**src/hw/rtl/rcfe_pkg.sv**
```systemverilog
package rcfe_pkg;

	localparam int NUM_CHAN  = 8;
	localparam int CHAN_W    = 11;
	localparam int SCALED_W  = 12;
	localparam int FRAME_LEN = 18;
	localparam int POS_W     = 5;

	localparam logic [7:0]          LEN_BYTE    = 8'h11;
	localparam logic [7:0]          CTRL_BYTE   = 8'h01;
	localparam logic [SCALED_W-1:0] CHAN_OFFSET = 12'd1290;

	// register select, taken from paddr[2]
	localparam logic REG_ADDR_LOW  = 1'b0;
	localparam logic REG_ADDR_HIGH = 1'b1;

	typedef logic [CHAN_W-1:0]   chan_t;
	typedef logic [SCALED_W-1:0] scaled_t;
	typedef logic [7:0]          byte_t;
	typedef logic [POS_W-1:0]    pos_t;

	typedef struct packed {
		byte_t addr_high;
		byte_t addr_low;
		byte_t frame_count;
		byte_t user_count;
	} hdr_t;

	typedef struct packed {
		logic valid;
		logic load;
	} stage_ctl_t;

endpackage

```
**src/hw/rtl/rcfe_lane.sv**
```systemverilog
module rcfe_lane
	import rcfe_pkg::*;
(
	input  logic    clk,
	input  logic    en,
	input  chan_t   raw,
	output scaled_t scaled_s1
);

	// v*15 as (v<<4)-v, fits in 15 bits
	logic [CHAN_W+3:0] prod;

	assign prod = {raw, 4'b0000} - {4'b0000, raw};

	always_ff @(posedge clk) begin
		if (en) begin
			scaled_s1 <= {1'b0, prod[CHAN_W+3:4]} + CHAN_OFFSET;
		end
	end

endmodule

```
**src/hw/rtl/rcfe_merge.sv**
```systemverilog
module rcfe_merge
	import rcfe_pkg::*;
(
	input  logic       clk,
	input  logic       arst_n,
	input  hdr_t       hdr,
	input  scaled_t    scaled_s1 [NUM_CHAN],
	input  logic       valid_s1,
	output stage_ctl_t ctl,
	output logic       out_valid,
	input  logic       out_ready,
	output byte_t      out_byte,
	output pos_t       out_pos,
	output logic       out_last
);

	byte_t frame_d [FRAME_LEN];
	byte_t frame_q [FRAME_LEN];
	pos_t  pos_q;
	logic  busy_q;
	logic  out_fire;
	logic  last;
	logic  load;

	always_comb begin
		frame_d[0]  = LEN_BYTE;
		frame_d[1]  = hdr.addr_high;
		frame_d[2]  = hdr.addr_low;
		frame_d[3]  = hdr.frame_count;
		frame_d[4]  = hdr.user_count;
		frame_d[5]  = CTRL_BYTE;
		for (int k = 0; k < 4; k++) begin
			frame_d[6 + k]  = scaled_s1[k][7:0];
			frame_d[12 + k] = scaled_s1[4 + k][7:0];
		end
		// packed high nibbles, even channel in the low half
		frame_d[10] = {scaled_s1[1][11:8], scaled_s1[0][11:8]};
		frame_d[11] = {scaled_s1[3][11:8], scaled_s1[2][11:8]};
		frame_d[16] = {scaled_s1[5][11:8], scaled_s1[4][11:8]};
		frame_d[17] = {scaled_s1[7][11:8], scaled_s1[6][11:8]};
	end

	assign last     = (pos_q == pos_t'(FRAME_LEN - 1));
	assign out_fire = busy_q && out_ready;
	assign load     = valid_s1 && (!busy_q || (out_fire && last));

	assign ctl.valid = busy_q;
	assign ctl.load  = load;

	assign out_valid = busy_q;
	assign out_byte  = frame_q[0];
	assign out_pos   = pos_q;
	assign out_last  = last;

	always_ff @(posedge clk or negedge arst_n) begin
		if (!arst_n) begin
			busy_q <= 1'b0;
			pos_q  <= '0;
		end else if (load) begin
			busy_q <= 1'b1;
			pos_q  <= '0;
		end else if (out_fire) begin
			if (last) begin
				busy_q <= 1'b0;
				pos_q  <= '0;
			end else begin
				pos_q <= pos_q + pos_t'(1);
			end
		end
	end

	// frame shifts down one byte per item sent
	always_ff @(posedge clk) begin
		if (load) begin
			frame_q <= frame_d;
		end else if (out_fire) begin
			for (int k = 0; k < FRAME_LEN - 1; k++) begin
				frame_q[k] <= frame_q[k + 1];
			end
			frame_q[FRAME_LEN-1] <= '0;
		end
	end

endmodule

```
**src/hw/rtl/rc_channel_frame_encoder_top.sv**
```systemverilog
// channel   dir  handshake                 payload
// s_axis    in   s_tvalid / s_tready       s_tdata: counters and eight raw channels
// m_axis    out  m_tvalid / m_tready       m_tdata: frame byte and position, m_tlast
// apb       in   psel / penable / pready   transmitter id bytes
//
// one item gives 18 output items at one per cycle while m_tready is high; the byte serialiser sets the rate
// the next item is taken while the current frame is still being sent
// from accept, an item passes the lane register and then the frame register before its first byte
// reset clears the id registers, stage valid and serialiser; no clearing pass
// a stalled m_tready holds the current byte and backs up into s_tready
module rc_channel_frame_encoder_top
	import rcfe_pkg::*;
(
	input  logic         clk,
	input  logic         arst_n,
	input  logic         s_tvalid,
	output logic         s_tready,
	// [7:0] frame_count, [15:8] user_frame_count, [26:16] chan0, [37:27] chan1,
	// [48:38] chan2, [59:49] chan3, [70:60] chan4, [81:71] chan5, [92:82] chan6,
	// [103:93] chan7
	input  logic [103:0] s_tdata,
	output logic         m_tvalid,
	input  logic         m_tready,
	// [7:0] frame_byte, [12:8] byte_position, [15:13] zero
	output logic [15:0]  m_tdata,
	// frame_end
	output logic         m_tlast,
	input  logic         psel,
	input  logic         penable,
	input  logic         pwrite,
	input  logic [2:0]   paddr,
	input  logic [31:0]  pwdata,
	output logic [31:0]  prdata,
	output logic         pready
);

	byte_t      addr_low_q;
	byte_t      addr_high_q;
	byte_t      frame_count_s1;
	byte_t      user_count_s1;
	logic       valid_s1;
	logic       take;
	hdr_t       hdr;
	stage_ctl_t ctl;
	chan_t      raw [NUM_CHAN];
	scaled_t    scaled_s1 [NUM_CHAN];
	byte_t      out_byte;
	pos_t       out_pos;

	assign pready = 1'b1;

	always_ff @(posedge clk or negedge arst_n) begin
		if (!arst_n) begin
			addr_low_q  <= '0;
			addr_high_q <= '0;
		end else if (psel && penable && pwrite) begin
			unique case (paddr[2])
				REG_ADDR_LOW:  addr_low_q  <= pwdata[7:0];
				REG_ADDR_HIGH: addr_high_q <= pwdata[7:0];
				default:       ;
			endcase
		end
	end

	always_comb begin
		unique case (paddr[2])
			REG_ADDR_LOW:  prdata = {24'd0, addr_low_q};
			REG_ADDR_HIGH: prdata = {24'd0, addr_high_q};
			default:       prdata = '0;
		endcase
	end

	assign s_tready = !valid_s1 || ctl.load;
	assign take     = s_tvalid && s_tready;

	always_ff @(posedge clk or negedge arst_n) begin
		if (!arst_n) begin
			valid_s1 <= 1'b0;
		end else if (take) begin
			valid_s1 <= 1'b1;
		end else if (ctl.load) begin
			valid_s1 <= 1'b0;
		end
	end

	always_ff @(posedge clk) begin
		if (take) begin
			frame_count_s1 <= s_tdata[7:0];
			user_count_s1  <= s_tdata[15:8];
		end
	end

	genvar g;
	generate
		for (g = 0; g < NUM_CHAN; g++) begin : g_lane
			assign raw[g] = s_tdata[16 + g*CHAN_W +: CHAN_W];
			rcfe_lane u_lane (
				.clk       (clk),
				.en        (take),
				.raw       (raw[g]),
				.scaled_s1 (scaled_s1[g])
			);
		end
	endgenerate

	assign hdr.addr_high   = addr_high_q;
	assign hdr.addr_low    = addr_low_q;
	assign hdr.frame_count = frame_count_s1;
	assign hdr.user_count  = user_count_s1;

	rcfe_merge u_merge (
		.clk       (clk),
		.arst_n    (arst_n),
		.hdr       (hdr),
		.scaled_s1 (scaled_s1),
		.valid_s1  (valid_s1),
		.ctl       (ctl),
		.out_valid (m_tvalid),
		.out_ready (m_tready),
		.out_byte  (out_byte),
		.out_pos   (out_pos),
		.out_last  (m_tlast)
	);

	assign m_tdata = {3'b000, out_pos, out_byte};

endmodule

```
**config.mk**
```make
export PLATFORM = sky130hd
export DESIGN_NAME = rc_channel_frame_encoder_top
export DESIGN_NICKNAME = d
export VERILOG_FILES = /design/src/hw/rtl/rcfe_pkg.sv /design/src/hw/rtl/rcfe_lane.sv /design/src/hw/rtl/rcfe_merge.sv /design/src/hw/rtl/rc_channel_frame_encoder_top.sv
export SDC_FILE = /design/constraint.sdc
export NUM_CORES = 1
export LEC_CHECK = 0
export ABC_CLOCK_PERIOD_IN_PS = 5100
export BUFFER_PORTS_ARGS = -buffer_cell sky130_fd_sc_hd__buf_4
export CAP_MARGIN = 40
export CORE_MARGIN = 2
export CORE_UTILIZATION = 55
export DETAILED_ROUTE_END_ITERATION = 7
export GPL_TIMING_DRIVEN = 0
export PLACE_DENSITY_LB_ADDON = 0.2
export SLEW_MARGIN = 0
export SYNTH_ARGS = -nofsm -noshare
export SYNTH_HDL_FRONTEND = slang
export SYNTH_HIERARCHICAL = 1
export SYNTH_SLANG_ARGS = --single-unit
export TNS_END_PERCENT = 30
```
**constraint.sdc**
```tcl
create_clock -name clk -period 5.1 [get_ports clk]
set_clock_uncertainty 0.15 [all_clocks]
set_input_delay 0.255 -clock clk [delete_from_list [all_inputs] [get_ports clk]]
set_output_delay 0.255 -clock clk [all_outputs]
set_load 0.01 [all_outputs]
```
==> impl.org, run 1 <==
** Outcome
- The flow ran to the end, and the final reports show no timing, DRC or antenna violations.

** Setup path
- The startpoint identified for the worst register-to-register timing path is u_merge/out_pos[1].
- In this design, the stage delay of the slowest critical-path cell is between 0.4 and 0.5 ns.
- The critical path goes through inv_1, ha_1, nor4bb_1, buf_2, a21oi_1, inv_1, buf_2, buf_4, nand2b_1, and2_4, buf_16, buf_16.
- The worst setup path is launched from a flop.
- Critical Path End Type :: flop
- For the worst setup path, the data arrival time is roughly 3.5 ns.
- Critical path origin :: u_merge/out_pos[1]
- CP max stage cell :: sky130_fd_sc_hd__dfrtp_1
- In this run the worst path has a maximum fanout of 66.
- STA puts the critical path data required time at between 5 and 6 ns.
- Broken down by cell family, the worst path's largest delay share belongs to buffers and inverters.
- Worst Setup Path Type :: reg -> reg
- Buffer and inverter count on the worst path :: 7

** Cells and area
- Share of cells above drive strength 1 :: 0.2340
- Area Growth Syn to Fin :: 15.94%
- Cell area after layout :: 21900 um2
- In the layout the commonest cells are sky130_fd_sc_hd__nand2_1 (309), sky130_fd_sc_hd__edfxtp_1 (240), sky130_fd_sc_hd__buf_4 (197).
- Diodes inserted :: 0
- Leaving out fill and tap cells, the most frequent cell in the layout is sky130_fd_sc_hd__nand2_1.
- Number of nets in the layout :: approximately 2300

** Global routing
- The first global-routing pass estimated 72350 um of wire.
- The number of antenna violations at the first check in global routing was 0.
- Overflow left after global routing :: 0
- Vias in the first global route :: about 15000
- Entering global routing, the biggest net connects 67 pins.
- For this run, the total global-route usage over all layers was measured as 0.2439.

** Clock network
- H-tree level count :: 1
- Number of post-CTS setup repair buffers :: 0
- TritonCTS built the clock tree.
- Num CTS Buffers :: 28
- Post-CTS Resized :: 0
- Clock-pin slew was measured on the worst setup and hold paths at around 0.06 ns.
- Maximum buffer depth of the clock tree :: 3
- CTS saw ~280 sinks.
- Hold repair after CTS inserted 26 buffers.
- At the later pin of the worst-skew pair, clock insertion delay measures 0.54 ns.
- Library cell used as clock root buffer :: sky130_fd_sc_hd__clkbuf_16

** Min path
- Worst Hold Class :: in -> reg
- The startpoint identified for the worst hold timing path is paddr[2].

** Pwr
- For this design the ratio of total power to cell area is around 300 nW/um2.
- Leakage component of the power :: between 8 and 9 nW
- Summing internal, switching and leakage power gives around 0.0067 W.
- Worst voltage drop across the vdd grid :: roughly 0.00027 V

** STA
- Normalized max-slew margin :: 0.5339
- Setup repair after global routing left no endpoint under its margin.
- Worst-margin pin slew :: approximately 0.70 ns
- In the finished design, the share of the clock period the worst path needs comes to 0.6654.
- Setup violations remaining at the end of the flow were counted as 0.
- Number of pins exceeding their max-slew limit in the final report :: 0
- Shortest clock period the worst path allows after layout :: roughly 3.4 ns
- For this run, the top clock speed supported by timing is slightly below 300 MHz.
- Final hold vios :: 0

** Logic synthesis
- During synthesis, Yosys emitted a total of 6 warnings.
- Post-Syn Instances :: 1878
- Average cell area after synthesis :: 10.06 um2
- Netlist area before placement :: roughly 19000 um2

** Route
- Overall routed net length :: ~45000 um
- The routed layout has 14980 vias.
- In the routed layout, each cell is associated on average with a via count of about 5.8.
- Once detail routing completed, the nets flagged for antenna violations numbered 0.
- The detailed router finished its first iteration with ~1200 violations.
- In the final routed layout, each cell accounts on average for between 15 and 20 um.
- Pre-Repair DR Iteration Count :: 6
- DRC violation count after routing :: 0

** Place
- The congestion estimate from routability-driven global placement came to slightly below 0.9.
- HPWL reported at the end of detailed placement :: roughly 32000 um
- During placement, the flow inserted port buffers numbering roughly 140.
- Total placed instance area :: 20720 um2

** Die
- Area enclosed by the die boundary :: between 30000 and 40000 um2
- For this design the top-level I/O count stands at slightly below 200.
- Placeable Area :: around 34000 um2
- The die is 189.3 um wide.
- The die is roughly 190 um tall.
- The initial utilization of the core area, before any placement, comes to 0.5605.
- Number of placement rows :: 67

** Job
- Number of max-cap violations :: 0
[metal layers]
layer	track usage	vias to the layer above	part of all wire
met5	0	-	0
met2	0.4190	500	0.48
met1	0.3370	7137	0.45
li1	-	7300	-
met3	0.02558	45	0.061
met4	0.04770	0	0.014
[sequential cells by signal (all words and copies together), names as in the netlist]
register	flops
u_merge/frame_q	136
u_merge/out_valid	1
frame_count_s1	8
valid_s1	1
g_lane.u_lane/scaled_s1	96
u_merge/out_pos	5
addr_high_q	8
user_count_s1	8
u_merge/out_byte	8
addr_low_q	8
[where the power goes]
part / internal, W / total [W] / switching (W)
combinational: 0.000790 / 0.00175 / 0.000962
clock: 0.00117 / 0.00205 / 0.000884
sequential: 0.00274 / 0.00285 / 0.000115
[area by class of cell]
cell class	instances	area [um2]
inverters	76	285.3
flip-flops and latches	279	8103
clock buffers	36	762.0
clock inverters	16	160.2
fillers	2734	11800
repair buffers	172	1421
multi-input cells	1392	9593
well taps	448	560.5
plain buffers	157	1016
[worst paths after layout]
kind                                            endpoint  slack [ns]  cells after the start
setup reg to reg           g_lane[2].u_lane/scaled_s1[6]        1.71                     12
setup / recovery           g_lane[2].u_lane/scaled_s1[6]        1.71                     12
max in group asynchronous                 addr_high_q[2]        4.48                      2
hold / removal                            addr_high_q[7]        0.04                      3
min in group asynchronous              u_merge/out_valid        0.05                      2
hold reg to reg                      u_merge/out_byte[1]        0.30                      2
[worst min-delay path, stage by stage]
cell and delay, ns:
sky130_fd_sc_hd__buf_6 0.13, sky130_fd_sc_hd__nand4_4 0.14, sky130_fd_sc_hd__mux2_2 0.17
[stage by stage]
stage | setup slack (ns) | TNS, ns | cells | utilization | hold slack (ns)
2_1_floorplan | 0.1586 | 0 | 1904 | - | -0.1906
3_3_place_gp | -1.285 | -259.31 | 2494 | 0.6117 | 0.02772
3_5_place_dp | 1.732 | 0 | 2498 | 0.6148 | 0.03260
4_1_cts | 1.711 | 0 | 2576 | 0.6499 | 0.006813
5_1_grt | 1.511 | 0 | 2576 | 0.6499 | 0.04473
6_report | 1.706 | 0 | 2576 | 0.6499 | 0.03982
(Power assumes the default switching activity.)
==> run 2: changes to the inputs <==
ABC_AREA = 1   (was unset)
ABC_CLOCK_PERIOD_IN_PS = 3400   (was 5100)
CORE_UTILIZATION = 61   (was 55)
clock period = 3.4 ns   (was 5.1 ns; I/O delays follow)
==> run 2 against run 1 <==
Against the previous run: sequential share of layout area fell by 2.2 points; synthesized area increased by 4.9%; global-route usage up 1.7 points; combinational power up 150%; critical endpoint is now g_lane[3].u_lane/scaled_s1[8]; via count increased by 10%; largest power group unchanged; first-iteration DRC count up 3.4%; routed wire length shrank 2.3%; clock power is 58% higher; die area shrank 5.3%; clock-buffer cell count increased by 2.
==> impl.org, run 2 <==
** Outcome
- Outcome :: completed

** Die
- Placeable Area :: 31800 um2
- Number of placement rows :: 65
- The die is 184.2 um tall.
- Starting Density :: 0.6229
- Die X :: around 180 um
- Num ports :: slightly below 200
- Area enclosed by the die boundary :: between 30000 and 40000 um2

** Route
- Overall routed net length :: approximately 44000 um
- In the routed design, unresolved DRC markers number 0.
- The detail route stage leaves a number of antenna-violating nets equal to 0.
- After detailed routing, the number of vias per cell comes to approximately 5.
- Pre-Repair DR Iteration Count :: 8
- In the final routed layout, each cell accounts on average for ~13 um.
- Routed via count :: 16540
- DR iter-0 viols :: between 1000 and 1500

** STA
- Dividing the final minimum period by the clock period gives 0.8999.
- Normalized max-slew margin :: 0.5255
- Maximum clock frequency :: 326.8 MHz
- For the pin with the worst max-slew slack, the measured transition is 0.7102 ns.
- The smallest clock period supported by the final layout is computed as a little over 3 ns.
- Finish-stage setup viols :: 0
- In the final timing run, aggregate negative setup slack is 0 ns.
- Setup repair after global routing left no endpoint under its margin.
- Final hold vios :: 0
- The total count of max-transition violations in the final report came to 0.

** Place
- Global placer's final weighted congestion :: between 0.9 and 1
- After detailed placement, the design holds a cell count of around 3200.
- Buffers placed on the I/O ports in this run total about 140.
- HPWL reported at the end of detailed placement :: approximately 32000 um

** Global routing
- Overflow left after global routing :: 0
- The first global-routing pass estimated approximately 73000 um of wire.
- Global-route usage over all layers :: 0.2608
- The number of antenna violations at the first check in global routing was 0.
- Maximum number of pins on one net before global-route repair :: 102
- The via count of the first global-routing pass was approximately 16000.

** Cells and area
- For this run, the post-layout net count is about 3000.
- Share of cells above drive strength 1 :: 0.2171
- The repair_antennas step left the layout with diodes totalling 0.
- Relative to the synthesized area, the layout overhead comes to 17.67%.
- The library cells used most frequently in the layout, excluding fill and tap cells, are sky130_fd_sc_hd__nand2_1 (755), sky130_fd_sc_hd__inv_1 (437), sky130_fd_sc_hd__nand3_1 (247).
- The filler cells instantiated in the layout total approximately 2400.
- Register with the highest flop count :: u_merge/frame_q
- Number of flip-flops under the largest register name :: roughly 140
- Most common library cell in the layout ignoring fill and taps :: sky130_fd_sc_hd__nand2_1
- The count of cells in the finished layout, fillers not included, comes to 3282.
- The largest registers in the layout are u_merge/frame_q x136, g_lane.u_lane/scaled_s1 x96.

** Clock network
- The number of clock buffers added by TritonCTS is 28.
- The clock passes through at most 3 buffers.
- Library cell used as clock root buffer :: sky130_fd_sc_hd__clkbuf_16
- Clock transition at path regs :: 0.06 ns
- H-tree level count :: 1
- Number of post-CTS setup repair buffers :: 0
- Clk_lat worst skew :: roughly 0.53 ns
- Clock tree from TritonCTS :: built
- Clock tree synthesis found a total of between 200 and 300 sinks.

** Setup path
- Required arrival time at the worst endpoint :: about 3.5 ns
- At the worst endpoint, the arrival time is ~3.1 ns.
- The worst setup path is launched from a flop.
- STA classifies the critical path endpoint as a flop.
- Worst Setup Path Type :: reg -> reg
- Largest fanout of any net on the critical path :: 30

** Logic synthesis
- The Yosys step of the flow raised 6 warnings.
- Average cell area after synthesis :: 7.740 um2
- In the synthesized netlist, the number of instances is between 2000 and 3000.
- Netlist area before placement :: 19810 um2

** Pwr
- IR analysis of the VDD net gives a maximum drop of 0.0003878 V.
- Power per standard cell area :: ~560 nW/um2
- The completed layout was analyzed and its total power is ~0.013 W.
- The analysis attributes to cell leakage a power of ~12 nW.

** Min path
- In this run the worst hold path is classified as in -> reg.

** Job
- Number of max-cap violations :: 0
run 2: per-layer routing:
layer / track usage / vias to the layer above / wire [um]
li1: - / 8399 / -
met1: 0.3514 / 7548 / 19080
met2: 0.4557 / 520 / 21260
met3: 0.02332 / 75 / 2391
met4: 0.06496 / 0 / 818
met5: 0 / - / 0
run 2: path summary, 6_finish.rpt:
| check | depth (start not counted) | startpoint | slack (ns) | end |
|---|---|---|---|---|
| min | 5 | s_tdata[58] | 0.01 | g_lane[3].u_lane/scaled_s1[11] |
| min reg2reg | 2 | u_merge/frame_q[128] | 0.32 | u_merge/out_byte[0] |
| max | 14 | u_merge/out_pos[1] | 0.34 | g_lane[3].u_lane/scaled_s1[8] |
| min in group asynchronous | 4 | arst_n | 0.53 | addr_high_q[3] |
| max reg2reg | 14 | u_merge/out_pos[1] | 0.34 | g_lane[3].u_lane/scaled_s1[8] |
| max in group asynchronous | 4 | arst_n | 2.40 | u_merge/out_pos[3] |
run 2: power breakdown:
part / internal [W] / switching, W / leakage, nW / total, W
combinational: 0.00157 / 0.00277 / 8.64 / 0.00434
sequential: 0.00499 / 0.000370 / 2.74 / 0.00536
clock: 0.00199 / 0.00125 / 0.491 / 0.00324
run 2: repair_timing:
item                      in CTS  in global routing
hold buffers                  63                  0
resized for setup              0                  0
hold endpoints to repair      81                  0
run 2: area by class of cell:
class / count / area, um2 / area share
buffer: 99 / 624.3 / 0.02679
clock buffer: 38 / 822.0 / 0.03527
clock inverter: 14 / 166.4 / 0.007139
inverter: 486 / 1834 / 0.07869
multi-input combinational: 1721 / 9385 / 0.4027
sequential: 279 / 8103 / 0.3476
tap: 435 / 544.3 / 0.02335
timing repair buffer: 210 / 1829 / 0.07848
run 2: critical path: stages (launching register included):
cell,delay [ns]
sky130_fd_sc_hd__dfrtp_1,0.42
sky130_fd_sc_hd__inv_1,0.10
sky130_fd_sc_hd__ha_1,0.15
sky130_fd_sc_hd__nand2_1,0.05
sky130_fd_sc_hd__inv_1,0.07
sky130_fd_sc_hd__nand3_1,0.08
sky130_fd_sc_hd__nand2_2,0.14
sky130_fd_sc_hd__nand2_4,0.11
sky130_fd_sc_hd__inv_4,0.10
sky130_fd_sc_hd__buf_6,0.16
sky130_fd_sc_hd__buf_4,0.12
sky130_fd_sc_hd__inv_2,0.04
sky130_fd_sc_hd__a21oi_4,0.58
sky130_fd_sc_hd__buf_16,0.24
sky130_fd_sc_hd__buf_12,0.21
run 2: stage by stage:
stage | area [um2] | util | worst slack [ns] | hold WS (ns)
4_1_cts | 23310 | 0.7330 | 0.3447 | 0.002388
3_5_place_dp | 21680 | 0.6818 | 0.4080 | -0.05142
5_1_grt | 23310 | 0.7330 | 0.1366 | 0.02246
6_report | 23310 | 0.7330 | 0.3403 | 0.01080
3_3_place_gp | 21540 | 0.6775 | -1.155 | -0.05620
2_1_floorplan | 19930 | - | -0.3618 | -0.2756
